[src/sv/kcc_pkg.sv]
package kcc_pkg;

  // defaults for the top-level parameters
  localparam int DEFAULT_MAX_CENTERS = 16;
  localparam int DEFAULT_MAX_DIMS    = 64;
  localparam int DEFAULT_COORD_BITS  = 16;

  // field widths
  localparam int OP_W    = 2;
  localparam int CI_W    = 4;
  localparam int DI_W    = 6;
  localparam int COORD_W = 16;
  localparam int DIST_W  = 38;
  localparam int TOTAL_W = 63;

  // configuration registers
  localparam int NC_W       = 5;
  localparam int ND_W       = 7;
  localparam int CFG_IDX_W  = 1;
  localparam int CFG_DATA_W = 7;
  localparam logic [CFG_IDX_W-1:0] REG_NUM_CENTERS = CFG_IDX_W'(0);
  localparam logic [CFG_IDX_W-1:0] REG_NUM_DIMS    = CFG_IDX_W'(1);

  // stream packing
  localparam int S_TUSER_W = OP_W;
  localparam int CI_LSB    = 0;
  localparam int DI_LSB    = CI_LSB + CI_W;
  localparam int COORD_LSB = DI_LSB + DI_W;
  localparam int S_USED_W  = COORD_LSB + COORD_W;
  localparam int S_TDATA_W = ((S_USED_W + 7) / 8) * 8;
  localparam int M_USED_W  = DIST_W + TOTAL_W + 1;
  localparam int M_TDATA_W = ((M_USED_W + 7) / 8) * 8;

  // opcodes
  localparam logic [OP_W-1:0] OP_LOAD  = 2'd0;
  localparam logic [OP_W-1:0] OP_POINT = 2'd1;
  localparam logic [OP_W-1:0] OP_CLEAR = 2'd2;

  localparam logic [DIST_W-1:0]  DIST_MAX  = '1;
  localparam logic [TOTAL_W-1:0] TOTAL_MAX = '1;

  // control token that walks down the cell chain
  typedef struct packed {
    logic            valid;
    logic [OP_W-1:0] op;
    logic [CI_W-1:0] ci;
    logic [DI_W-1:0] di;
    logic            last;   // last dimension of a point
  } tok_t;

endpackage

[src/sv/kcc_cell.sv]
module kcc_cell #(
  parameter int IDX        = 0,
  parameter int MAX_DIMS   = kcc_pkg::DEFAULT_MAX_DIMS,
  parameter int COORD_BITS = kcc_pkg::DEFAULT_COORD_BITS
) (
  input  logic                      clk,
  input  logic                      rst,
  input  logic                      adv,
  input  logic [kcc_pkg::NC_W-1:0]  nc_eff,
  input  kcc_pkg::tok_t             tok_in,
  input  logic [COORD_BITS-1:0]     coord_in,
  input  logic [kcc_pkg::DIST_W-1:0] best_in,
  output kcc_pkg::tok_t             tok_out,
  output logic [COORD_BITS-1:0]     coord_out,
  output logic [kcc_pkg::DIST_W-1:0] best_out
);
  import kcc_pkg::*;

  localparam int AW = (MAX_DIMS > 1) ? $clog2(MAX_DIMS) : 1;
  localparam int PW = 2 * (COORD_BITS + 1);
  localparam int EW = (PW > DIST_W) ? PW : DIST_W;

  // this center's coordinates, one entry per dimension
  logic [COORD_BITS-1:0] mem [MAX_DIMS];

  logic [AW-1:0]         addr;
  logic                  wr_en;
  logic [COORD_BITS-1:0] center_q;

  tok_t                  tok1;
  logic [COORD_BITS-1:0] coord1;
  logic [DIST_W-1:0]     best1;

  tok_t                  tok2;
  logic [COORD_BITS-1:0] coord2;
  logic [DIST_W-1:0]     best2;
  logic [DIST_W-1:0]     sq2;

  logic signed [COORD_BITS:0] diff;
  logic [COORD_BITS:0]        mag;
  logic [PW-1:0]              prod;
  logic [EW-1:0]              prod_w;
  logic [DIST_W-1:0]          sq_next;

  logic [DIST_W-1:0] partial;
  logic [DIST_W-1:0] partial_next;
  logic [DIST_W-1:0] acc_base;
  logic [DIST_W:0]   sum;
  logic [DIST_W-1:0] acc;
  logic [DIST_W-1:0] best_next;
  logic              is_pt;
  logic              active;

  assign addr  = AW'(tok_in.di);
  assign wr_en = adv && tok_in.valid && (tok_in.op == OP_LOAD) &&
                 (int'(tok_in.ci) == IDX) && (int'(tok_in.di) < MAX_DIMS);

  // stage 1: center store, registered read
  always_ff @(posedge clk) begin
    if (wr_en) begin
      mem[addr] <= coord_in;
    end
    if (adv) begin
      center_q <= mem[addr];
      coord1   <= coord_in;
      best1    <= best_in;
    end
  end

  always_ff @(posedge clk) begin
    if (rst) begin
      tok1 <= '0;
    end else if (adv) begin
      tok1 <= tok_in;
    end
  end

  // stage 2: squared difference, saturated to the distance width
  always_comb begin
    diff    = $signed({coord1[COORD_BITS-1], coord1}) -
              $signed({center_q[COORD_BITS-1], center_q});
    mag     = diff[COORD_BITS] ? (COORD_BITS + 1)'(-diff) : (COORD_BITS + 1)'(diff);
    prod    = PW'(mag) * PW'(mag);
    prod_w  = EW'(prod);
    sq_next = (prod_w > EW'(DIST_MAX)) ? DIST_MAX : DIST_W'(prod_w);
  end

  always_ff @(posedge clk) begin
    if (adv) begin
      coord2 <= coord1;
      best2  <= best1;
      sq2    <= sq_next;
    end
  end

  always_ff @(posedge clk) begin
    if (rst) begin
      tok2 <= '0;
    end else if (adv) begin
      tok2 <= tok1;
    end
  end

  // stage 3: accumulate and fold into the running minimum
  always_comb begin
    is_pt    = tok2.valid && (tok2.op == OP_POINT);
    active   = IDX < int'(nc_eff);
    acc_base = (tok2.di == '0) ? '0 : partial;
    sum      = {1'b0, acc_base} + {1'b0, sq2};
    acc      = sum[DIST_W] ? DIST_MAX : sum[DIST_W-1:0];

    partial_next = partial;
    if (is_pt) begin
      if (active) begin
        partial_next = acc;
      end else if (tok2.di == '0) begin
        partial_next = '0;
      end
    end

    best_next = best2;
    if (is_pt && active && ((IDX == 0) || (acc < best2))) begin
      best_next = acc;
    end
  end

  always_ff @(posedge clk) begin
    if (rst) begin
      partial       <= '0;
      tok_out.valid <= 1'b0;
    end else if (adv) begin
      partial <= partial_next;
      tok_out <= tok2;
    end
  end

  always_ff @(posedge clk) begin
    if (adv) begin
      coord_out <= coord2;
      best_out  <= best_next;
    end
  end

endmodule

[config.mk]
export PLATFORM = sky130hd
export DESIGN_NAME = kcc_cell
export DESIGN_NICKNAME = d
export VERILOG_FILES = /design/src/sv/kcc_pkg.sv /design/src/sv/kcc_cell.sv
export SDC_FILE = /design/constraint.sdc
export NUM_CORES = 2
export LEC_CHECK = 0
export ABC_AREA = 0
export BUFFER_PORTS_ARGS = -buffer_cell sky130_fd_sc_hd__buf_2
export CORE_UTILIZATION = 63
export CTS_CLUSTER_SIZE = 12
export DETAILED_ROUTE_END_ITERATION = 8
export GPL_TIMING_DRIVEN = 1
export PLACE_DENSITY = 0.84
export SLEW_MARGIN = 25
export SYNTH_ARGS = -nofsm -noshare
export SYNTH_HDL_FRONTEND = slang
export SYNTH_SLANG_ARGS = --single-unit
[constraint.sdc]
create_clock -name clk -period 10.3 [get_ports clk]
set_clock_uncertainty 0.1 [all_clocks]
set_input_delay 0.515 -clock clk [delete_from_list [all_inputs] [get_ports clk]]
set_output_delay 0.515 -clock clk [all_outputs]
set_load 0.005 [all_outputs]
==> impl_metrics.toml <==
[floorplan]
fp.dieH_um = 305
die_w_um = 305
die_area_sq_um = 93300
core_area_sq_um = 90600
rows = 110
io_pins = 144
initial_utilization_pct = 64.0

[critical_path]
worst-setup-path-type = "register to register"
crit_path_frequent_cell = "fa_1"
end_kind = "register"
critPathRequiredTime_ps = 10670
cp_max_fo = 17
arrival_ps = 9870
slowest_delay_ps = 710
path_delay_family = "adder cells"
critPathBufInv = 5
crit_path_top_delay_cell = "o41a_1"
crit_path_start_kind = "register"

[finish]
drive_gt1_share_pct = 11.6
fin_cells = 5422
fin_area_sq_um = 64800
nFillCells = 5383
syn_to_final_growth_pct = 11.7
nets = 4612

[synth]
ys_ff_latch = 1315
synth_edf_count = 1248
yosysWarningCount = 0
synthesis.area_sq_um = 58000
syn_area_per_cell_sq_um = 14.7
syn_inst = 3934
synth_cell_types = 98
ys.flop_type = "edfxtp_1"
yosysSeqAreaShare_pct = 66.9
synthArstFlopShare_pct = 0

[global_route]
overflow = 0
grt_pass1_wl_um = 220000
grt_pass1_vias = 36200
grt_util_all_layers_pct = 31.9
antenna_found_initial = 6
grt_max_degree = 130

[timing]
rsz0062_at_grt = "no"
fin_tns_setup_ps = 0
tightestPinTransition_ps = 1020
fin_crit_sh_pct = 92.2
slew_viol_final = 0
fmax_mhz = 105
hold_viol_final = 0
setup-violations-final = 0
slew_headroom_pct = 31.6
fin_crit_ps = 9500

[clock_network]
cts_buffers = 133
cts_tree = "built"
clockRootBuffer = "clkbuf_16"
clkSlewWorstSetupHoldPaths_ps = 60
cts_setup_buffers = 0
clkLatencyLatePin_ps = 760
ctsLongestPathBuffers = 3
clock_sinks = 1315
htree_levels = 4

[placed_design]
gp_congestion = 0.929
hpwl_um = 87400
port-buffer-count = 143
dp.cells = 5184
place_area_sq_um = 60500

[detailed_routing]
via_per_inst = 6.70
wl_per_cell_um = 27.4
wl_um = 148000
drt_iter0_drc = 4692
drtAntennaViolNets = 0
drc = 0
vias = 36300
firstDrtPassIters = 6

[flow_run]
drv_cap = 0

[run_status]
status = "finished, final reports clean"

[min_path]
hp-class = "input port to register"
## per-layer routing
metal	track usage [%]	up-vias	routed length, um
met5	0	-	64
met4	18.2	10	8670
met3	6.60	514	17400
met2	52.2	2706	71800
met1	39.9	17700	50400
li1	-	15400	-
## final timing paths
check	start	endpoint	slack, ps	depth (start not counted)
worst max-delay path	center_q[0]	sq2[30]	800	32
worst min-delay path	adv	best_out[10]	90	1
worst max register to register	center_q[0]	sq2[30]	800	32
worst min register to register	best1[11]	best2[11]	290	0
## cells in the final DEF (no fill, tap or decap), types with 46 or more instances in the layout
cell type,netlist,routed
a21oi_1,90,90
a221oi_1,111,111
a22o_1,110,110
a22oi_1,293,293
a31oi_1,122,122
buf_2,16,139
buf_4,2,113
clkbuf_16,0,134
dfxtp_1,67,67
dlygate4sd3_1,0,46
edfxtp_1,1248,1248
fa_1,192,192
ha_1,155,155
inv_1,301,301
nand2_1,192,191
nor2_1,231,229
o21ai_0,103,103
xnor2_1,49,49
## synthesized netlist by cell type, drive strengths merged, types with 50 or more instances
library cell	instances	area [sq um]
a21oi	91	459
a221oi	111	972
a22o	110	963
a22oi	293	2200
a31oi	127	826
buf	55	241
clkbuf	140	528
dfxtp	67	1340
edfxtp	1248	37500
fa	192	3840
ha	155	1940
inv	318	1190
nand2	193	727
nor2	234	886
o21ai	108	541
xnor2	50	457
## kinds of logic after synthesis
family / count (synthesis) / synth area share (%)
XOR/XNOR: 90 / 1.48
flip-flops: 1315 / 66.9
AO/OA/AOI/OAI: 978 / 12.3
other: 2 / 0.0129
multiplexers: 33 / 0.580
buffers and inverters: 515 / 3.40
AND/OR/NAND/NOR: 654 / 5.30
adder cells (fa/ha/maj): 347 / 9.97
## flip-flops by register name (all words and copies together), names as in the netlist
| name | count |
|---|---|
| tok_out | 14 |
| coord_out | 16 |
| partial | 38 |
| tok1 | 14 |
| center_q | 16 |
| tok2 | 14 |
| sq2 | 33 |
| best1 | 38 |
| best2 | 38 |
| coord2 | 16 |
| mem | 1024 |
| coord1 | 16 |
| best_out | 38 |
## final cells by class
| class | count | area (sq um) | area share, % |
|---|---|---|---|
| Clock inverter | 29 | 353 | 0.545 |
| Sequential cell | 1315 | 38800 | 59.9 |
| Tap cell | 1176 | 1470 | 2.27 |
| Multi-Input combinational cell | 2114 | 17300 | 26.7 |
| Clock buffer | 158 | 3460 | 5.35 |
| Antenna cell | 5 | 12.5 | 0.0193 |
| Timing Repair Buffer | 305 | 2140 | 3.30 |
| Inverter | 320 | 1200 | 1.86 |
## stage by stage
step | setup slack, ps | utilization (%) | hold slack [ps]
2_1_floorplan | 1750 | - | 300
3_3_place_gp | 963 | 66.7 | 301
3_5_place_dp | 853 | 66.8 | 305
4_1_cts | 833 | 71.5 | 64.3
5_1_grt | 244 | 71.5 | 97.9
6_report | 803 | 71.5 | 89.9
## what timing repair did
action | 4_1_cts | 5_1_grt
hold endpoints to repair | 46 | 0
hold buffers | 46 | 0
gates resized for setup | 0 | 0
Power is not shown: default switching activity piles up to over one toggle a cycle in this logic, so the estimate is an artifact.
