==> src/sv/kcc_pkg.sv <==
package kcc_pkg;

  // defaults for the top-level parameters
  localparam int DEFAULT_MAX_CENTERS = 16;
  localparam int DEFAULT_MAX_DIMS    = 64;
  localparam int DEFAULT_COORD_BITS  = 16;

  // field widths
  localparam int OP_W    = 2;
  localparam int CI_W    = 4;
  localparam int DI_W    = 6;
  localparam int COORD_W = 16;
  localparam int DIST_W  = 38;
  localparam int TOTAL_W = 63;

  // configuration registers
  localparam int NC_W       = 5;
  localparam int ND_W       = 7;
  localparam int CFG_IDX_W  = 1;
  localparam int CFG_DATA_W = 7;
  localparam logic [CFG_IDX_W-1:0] REG_NUM_CENTERS = CFG_IDX_W'(0);
  localparam logic [CFG_IDX_W-1:0] REG_NUM_DIMS    = CFG_IDX_W'(1);

  // stream packing
  localparam int S_TUSER_W = OP_W;
  localparam int CI_LSB    = 0;
  localparam int DI_LSB    = CI_LSB + CI_W;
  localparam int COORD_LSB = DI_LSB + DI_W;
  localparam int S_USED_W  = COORD_LSB + COORD_W;
  localparam int S_TDATA_W = ((S_USED_W + 7) / 8) * 8;
  localparam int M_USED_W  = DIST_W + TOTAL_W + 1;
  localparam int M_TDATA_W = ((M_USED_W + 7) / 8) * 8;

  // opcodes
  localparam logic [OP_W-1:0] OP_LOAD  = 2'd0;
  localparam logic [OP_W-1:0] OP_POINT = 2'd1;
  localparam logic [OP_W-1:0] OP_CLEAR = 2'd2;

  localparam logic [DIST_W-1:0]  DIST_MAX  = '1;
  localparam logic [TOTAL_W-1:0] TOTAL_MAX = '1;

  // control token that walks down the cell chain
  typedef struct packed {
    logic            valid;
    logic [OP_W-1:0] op;
    logic [CI_W-1:0] ci;
    logic [DI_W-1:0] di;
    logic            last;   // last dimension of a point
  } tok_t;

endpackage

==> src/sv/kcc_total.sv <==
module kcc_total (
  input  logic                        clk,
  input  logic                        rst,
  input  kcc_pkg::tok_t               tok_end,
  input  logic [kcc_pkg::DIST_W-1:0]  best_end,
  input  logic                        out_ready,
  output logic                        adv,
  output logic                        out_valid,
  output logic [kcc_pkg::DIST_W-1:0]  point_cost,
  output logic [kcc_pkg::TOTAL_W-1:0] run_total,
  output logic                        total_saturated
);
  import kcc_pkg::*;

  logic [TOTAL_W-1:0] total;
  logic [TOTAL_W-1:0] total_next;
  logic               sat;
  logic               sat_next;
  logic [TOTAL_W:0]   sum;
  logic               emit;

  assign adv  = !out_valid || out_ready;
  assign emit = tok_end.valid && (tok_end.op == OP_POINT) && tok_end.last;
  assign sum  = {1'b0, total} + (TOTAL_W + 1)'(best_end);

  always_comb begin
    total_next = total;
    sat_next   = sat;
    if (tok_end.valid && (tok_end.op == OP_CLEAR)) begin
      total_next = '0;
      sat_next   = 1'b0;
    end else if (emit) begin
      if (sum[TOTAL_W]) begin
        total_next = TOTAL_MAX;
        sat_next   = 1'b1;
      end else begin
        total_next = sum[TOTAL_W-1:0];
      end
    end
  end

  always_ff @(posedge clk) begin
    if (rst) begin
      total     <= '0;
      sat       <= 1'b0;
      out_valid <= 1'b0;
    end else if (adv) begin
      total     <= total_next;
      sat       <= sat_next;
      out_valid <= emit;
    end
  end

  always_ff @(posedge clk) begin
    if (adv && emit) begin
      point_cost      <= best_end;
      run_total       <= total_next;
      total_saturated <= sat_next;
    end
  end

endmodule

==> config.mk <==
export PLATFORM = sky130hd
export DESIGN_NAME = kcc_total
export DESIGN_NICKNAME = d
export VERILOG_FILES = /design/src/sv/kcc_pkg.sv /design/src/sv/kcc_total.sv
export SDC_FILE = /design/constraint.sdc
export NUM_CORES = 1
export LEC_CHECK = 0
export ABC_AREA = 1
export BUFFER_PORTS_ARGS = -buffer_cell sky130_fd_sc_hd__buf_2
export CAP_MARGIN = 20
export CORE_AREA = 2 2 143 145
export CTS_CLUSTER_SIZE = 10
export DETAILED_ROUTE_END_ITERATION = 6
export DIE_AREA = 0 0 145 147
export PLACE_DENSITY = 0.8
export RECOVER_POWER = 25
export SLEW_MARGIN = 20
export SYNTH_ARGS = -nofsm -noshare
export SYNTH_HDL_FRONTEND = slang
export SYNTH_SLANG_ARGS = --single-unit
==> constraint.sdc <==
create_clock -name clk -period 7.4 [get_ports clk]
set_input_delay 1.11 -clock clk [delete_from_list [all_inputs] [get_ports clk]]
set_output_delay 1.11 -clock clk [all_outputs]
set_load 0.05 [all_outputs]
==> report_table.html <==
<table>
<tr><th>Metric</th><th>Value</th></tr>
<tr><th colspan="2">Clock tree</th></tr>
<tr><td>Number of buffers created by CTS</td><td>17</td></tr>
<tr><td>Root buf cell</td><td>clkbuf_16</td></tr>
<tr><td>Clock sink count</td><td>167</td></tr>
<tr><td>Post-CTS clock slew at the launch and capture registers of the worst setup and hold paths</td><td>0.07 ns</td></tr>
<tr><td>Post-cts gate resize count</td><td>0</td></tr>
<tr><td>CTS H-tree lvls</td><td>4</td></tr>
<tr><td>Quantity of hold-fixing buffers added after cts</td><td>0</td></tr>
<tr><td>Insertion delay of the later-clocked pin in the worst-skew pair</td><td>0.44 ns</td></tr>
<tr><td>Number of buffers inserted by post-CTS setup repair</td><td>0</td></tr>
<tr><td>CTS tree</td><td>built</td></tr>
<tr><td>Buffer depth of the longest clock path</td><td>2</td></tr>
<tr><th colspan="2">Timing</th></tr>
<tr><td>Clk_skew</td><td>0.0104 ns</td></tr>
<tr><td>Worst-case setup margin in the final layout</td><td>~3.7 ns</td></tr>
<tr><td>Final-report setup violation count</td><td>0</td></tr>
<tr><td>Setup TNS after final layout</td><td>0 ns</td></tr>
<tr><td>Unrepaired setup endpoints after global routing</td><td>false</td></tr>
<tr><td>Final Slew Violations</td><td>0</td></tr>
<tr><td>Part of the cycle the worst path needs</td><td>0.501</td></tr>
<tr><td>Min cycle time layout</td><td>3.71 ns</td></tr>
<tr><td>Worst rel slew slack</td><td>0.316</td></tr>
<tr><td>Slew at the pin closest to its max-slew limit</td><td>1.02 ns</td></tr>
<tr><td>Fmax</td><td>270 MHz</td></tr>
<tr><td>Final Hold Fails</td><td>0</td></tr>
<tr><th colspan="2">Placement</th></tr>
<tr><td>RePlAce Congestion</td><td>0.936</td></tr>
<tr><td>IO Port Bufs</td><td>148</td></tr>
<tr><td>Dpl ws</td><td>3.38 ns</td></tr>
<tr><td>HPWL Detailed</td><td>21.7 mm</td></tr>
<tr><th colspan="2">Pwr</th></tr>
<tr><td>Static Leakage</td><td>approximately 6.0 nW</td></tr>
<tr><td>Total power density per cell area</td><td>approximately 180 mW/mm^2</td></tr>
<tr><td>Sw Share</td><td>0.279</td></tr>
<tr><td>Switching power</td><td>0.620 mW</td></tr>
<tr><td>Internal power</td><td>roughly 1.6 mW</td></tr>
<tr><td>Highest ir drop seen on vdd</td><td>151 uV</td></tr>
<tr><td>Combinational fraction of design power</td><td>0.138</td></tr>
<tr><td>Share of total power in sequential cells</td><td>0.460</td></tr>
<tr><td>Clock network power share</td><td>0.402</td></tr>
<tr><th colspan="2">Cells and area</th></tr>
<tr><td>Most frequent cells in the layout</td><td>nand2_1 (457), inv_1 (276), o21ai_0 (108)</td></tr>
<tr><td>Final #Nets</td><td>1734</td></tr>
<tr><td>Fraction of final layout cells sized beyond drive strength 1</td><td>0.0883</td></tr>
<tr><td>Final Core Density</td><td>0.612</td></tr>
<tr><td>Number of antenna repair diodes</td><td>0</td></tr>
<tr><td>Layout-stage area growth over the synthesis result</td><td>13.4%</td></tr>
<tr><td>Number of filler instances in the final layout</td><td>1895</td></tr>
<tr><td>Most frequent standard cell in the layout excluding fill and tap cells</td><td>nand2_1</td></tr>
<tr><th colspan="2">Yosys</th></tr>
<tr><td>Synthesized area per cell</td><td>7.12 um^2</td></tr>
<tr><td>Number of synthesized register bits</td><td>167</td></tr>
<tr><td>Ys Warns</td><td>0</td></tr>
<tr><td>Post-Synthesis Cells</td><td>1504</td></tr>
<tr><td>Post-synthesis instance area</td><td>between 0.01 and 0.015 mm^2</td></tr>
<tr><td>Syn_nets</td><td>1598</td></tr>
<tr><td>Share of the yosys chip area belonging to registers</td><td>0.407</td></tr>
<tr><td>Yosys cell types</td><td>38</td></tr>
<tr><th colspan="2">Global routing</th></tr>
<tr><td>Grt total ovfl</td><td>0</td></tr>
<tr><td>Most utilized layer in the global route result</td><td>met2</td></tr>
<tr><td>Pin count of the biggest net entering global routing</td><td>between 70 and 80</td></tr>
<tr><td>GR met1 Demand/Resource</td><td>0.368</td></tr>
<tr><td>Via count of the first global-routing pass</td><td>9351</td></tr>
<tr><td>Number of antenna violations at the first check in global routing</td><td>0</td></tr>
<tr><td>Wire length of the first global-routing pass</td><td>46.8 mm</td></tr>
<tr><td>Met2 Usage GRT</td><td>0.457</td></tr>
<tr><td>Total GRT Usage</td><td>0.275</td></tr>
<tr><td>Met3 demand-to-capacity share in global routing</td><td>0.0460</td></tr>
<tr><th colspan="2">Floorplan</th></tr>
<tr><td>Top-level I/O count</td><td>159</td></tr>
<tr><td>Row cnt</td><td>52</td></tr>
<tr><td>Die Wd</td><td>between 100 and 150 um</td></tr>
<tr><td>Placeable core region</td><td>between 0.015 and 0.02 mm^2</td></tr>
<tr><td>DIE HEIGHT</td><td>147 um</td></tr>
<tr><td>DIE AREA</td><td>around 0.021 mm^2</td></tr>
<tr><td>Initial cell density of the core</td><td>0.540</td></tr>
<tr><th colspan="2">Route</th></tr>
<tr><td>Number of detailed-route iterations in the first pass</td><td>5</td></tr>
<tr><td>Post-DR wirelength/cell</td><td>15.1 um</td></tr>
<tr><td>Post-Route WL</td><td>29.0 mm</td></tr>
<tr><td>Via count</td><td>about 9.9k</td></tr>
<tr><td>First DRT Iteration DRCs</td><td>725</td></tr>
<tr><td>Total DRC errors in the routed layout</td><td>0</td></tr>
<tr><td>Via density per instance</td><td>5.15</td></tr>
<tr><td>Number of nets with antenna violations after routing</td><td>0</td></tr>
<tr><th colspan="2">Critical path</th></tr>
<tr><td>Most frequent cell on the critical path</td><td>buf_2</td></tr>
<tr><td>Class of the most critical setup path</td><td>in -&gt; out</td></tr>
<tr><td>Startpoint type of the worst setup path</td><td>input port</td></tr>
<tr><td>Slowest cell on crit path</td><td>clkinv_2</td></tr>
<tr><td>CP endpoint kind</td><td>primary output</td></tr>
<tr><td>Cells along the critical path</td><td>buf_2, nor2_1, clkinv_2, buf_2</td></tr>
<tr><td>Critical path data required time</td><td>6.29 ns</td></tr>
<tr><td>Delay of the slowest critical-path stage</td><td>0.63 ns</td></tr>
<tr><td>Worst-path maximum fanout</td><td>61</td></tr>
<tr><td>Arrival time worst endpoint</td><td>about 2.6 ns</td></tr>
<tr><td>Critical path buffers and inverters</td><td>3</td></tr>
<tr><td>Category of cells accounting for the largest share of critical-path delay</td><td>buffers and inverters</td></tr>
<tr><th colspan="2">Worst hold path</th></tr>
<tr><td>Path class of the lowest-slack min-delay path</td><td>reg -&gt; reg</td></tr>
<tr><th colspan="2">Status</th></tr>
<tr><td>Outcome</td><td>completed</td></tr>
<tr><th colspan="2">Job</th></tr>
<tr><td>Max-cap violations</td><td>0</td></tr>
</table>
## worst paths after layout
kind	from	end	slack (ns)	depth (start not counted)
worst max register to register	total[32]	total[32]	4.27	14
worst min-delay path	sat	sat	0.55	2
worst max-delay path	out_ready	adv	3.69	4
worst min register to register	sat	sat	0.55	2
## synth_stat cells, drive strengths merged
| library cell | number | area share |
|---|---|---|
| nand2 | 466 | 0.17 |
| inv | 283 | 0.099 |
| nor2 | 110 | 0.040 |
| o21ai | 109 | 0.051 |
| edfxtp | 102 | 0.29 |
| a21oi | 93 | 0.047 |
| nand3 | 93 | 0.045 |
| dfxtp | 65 | 0.12 |
| ha | 38 | 0.044 |
| clkbuf | 32 | 0.011 |
| o21bai | 24 | 0.027 |
| xor2 | 20 | 0.016 |
| nor3 | 18 | 0.0099 |
| nand4 | 11 | 0.0064 |
| nand3b | 10 | 0.0070 |
| xnor2 | 9 | 0.0074 |
| buf | 7 | 0.0051 |
| clkinv | 3 | 0.0011 |
| nor4 | 3 | 0.0018 |
| and2 | 2 | 0.0012 |
| a21o | 1 | 0.00070 |
| and3 | 1 | 0.00058 |
| fa | 1 | 0.0019 |
| o211ai | 1 | 0.00070 |
| o21a | 1 | 0.00070 |
| or2 | 1 | 0.00058 |
## per-layer routing
metal  up-vias  part of all wire
li1       5035                 -
met5         -                 0
met3        35             0.063
met2       341              0.46
met4         0             0.024
met1      4491              0.45
## through the flow
| step | power (mW) | instances | cell area, um^2 | hold slack [ns] |
|---|---|---|---|---|
| 3_5_place_dp | 1.35 | 1891 | 11700 | 0.546 |
| 6_report | 2.22 | 1923 | 12100 | 0.552 |
| 4_1_cts | 2.23 | 1923 | 12300 | 0.563 |
| 2_1_floorplan | 1.27 | 1504 | 10700 | 0.504 |
| 3_3_place_gp | 1.34 | 1891 | 11700 | 0.522 |
| 5_1_grt | 2.29 | 1923 | 12100 | 0.611 |
## worst reg2reg max path, cell delays in order (launching register included)
cell	delay, ns
dfxtp_1	0.33
ha_1	0.40
nand2_1	0.15
nor2_1	0.24
nand2_1	0.15
nor2_2	0.16
nand3_2	0.09
nand3_2	0.15
nand2_2	0.07
nand2_2	0.33
buf_4	0.44
inv_2	0.16
nand2_1	0.17
nand2_1	0.09
a21oi_1	0.12
## registers in the layout, indices dropped and copies added, names as in the netlist
register	cells
run_total	63
total	63
point_cost	38
out_valid	1
sat	1
total_saturated	1
## logic make-up after synthesis
kind of cell | Yosys count | synth area share
AND/OR/NAND/NOR | 715 | 0.279
buffers and inverters | 325 | 0.117
AO/OA/AOI/OAI | 229 | 0.127
flip-flops | 167 | 0.407
adder cells (fa/ha/maj) | 39 | 0.0463
XOR/XNOR | 29 | 0.0237
## power groups by stage
stage	clock, mW	combinational [mW]	sequential (mW)
final	0.892	0.305	1.02
after global placement	0	0.300	1.04
after floorplan	0	0.192	1.07
after global routing	0.932	0.339	1.02
after CTS	0.898	0.307	1.02
after detailed placement	0	0.305	1.04
## final cells by class
class	count	area, um^2	share of cell area
clock buffer	18	429	0.0353
clock inverter	14	149	0.0123
inverter	286	1070	0.0885
multi-input combinational	1012	5100	0.420
sequential	167	4360	0.359
tap	270	338	0.0278
timing repair buffer	156	686	0.0565
Power figures use the tool's default switching activity.
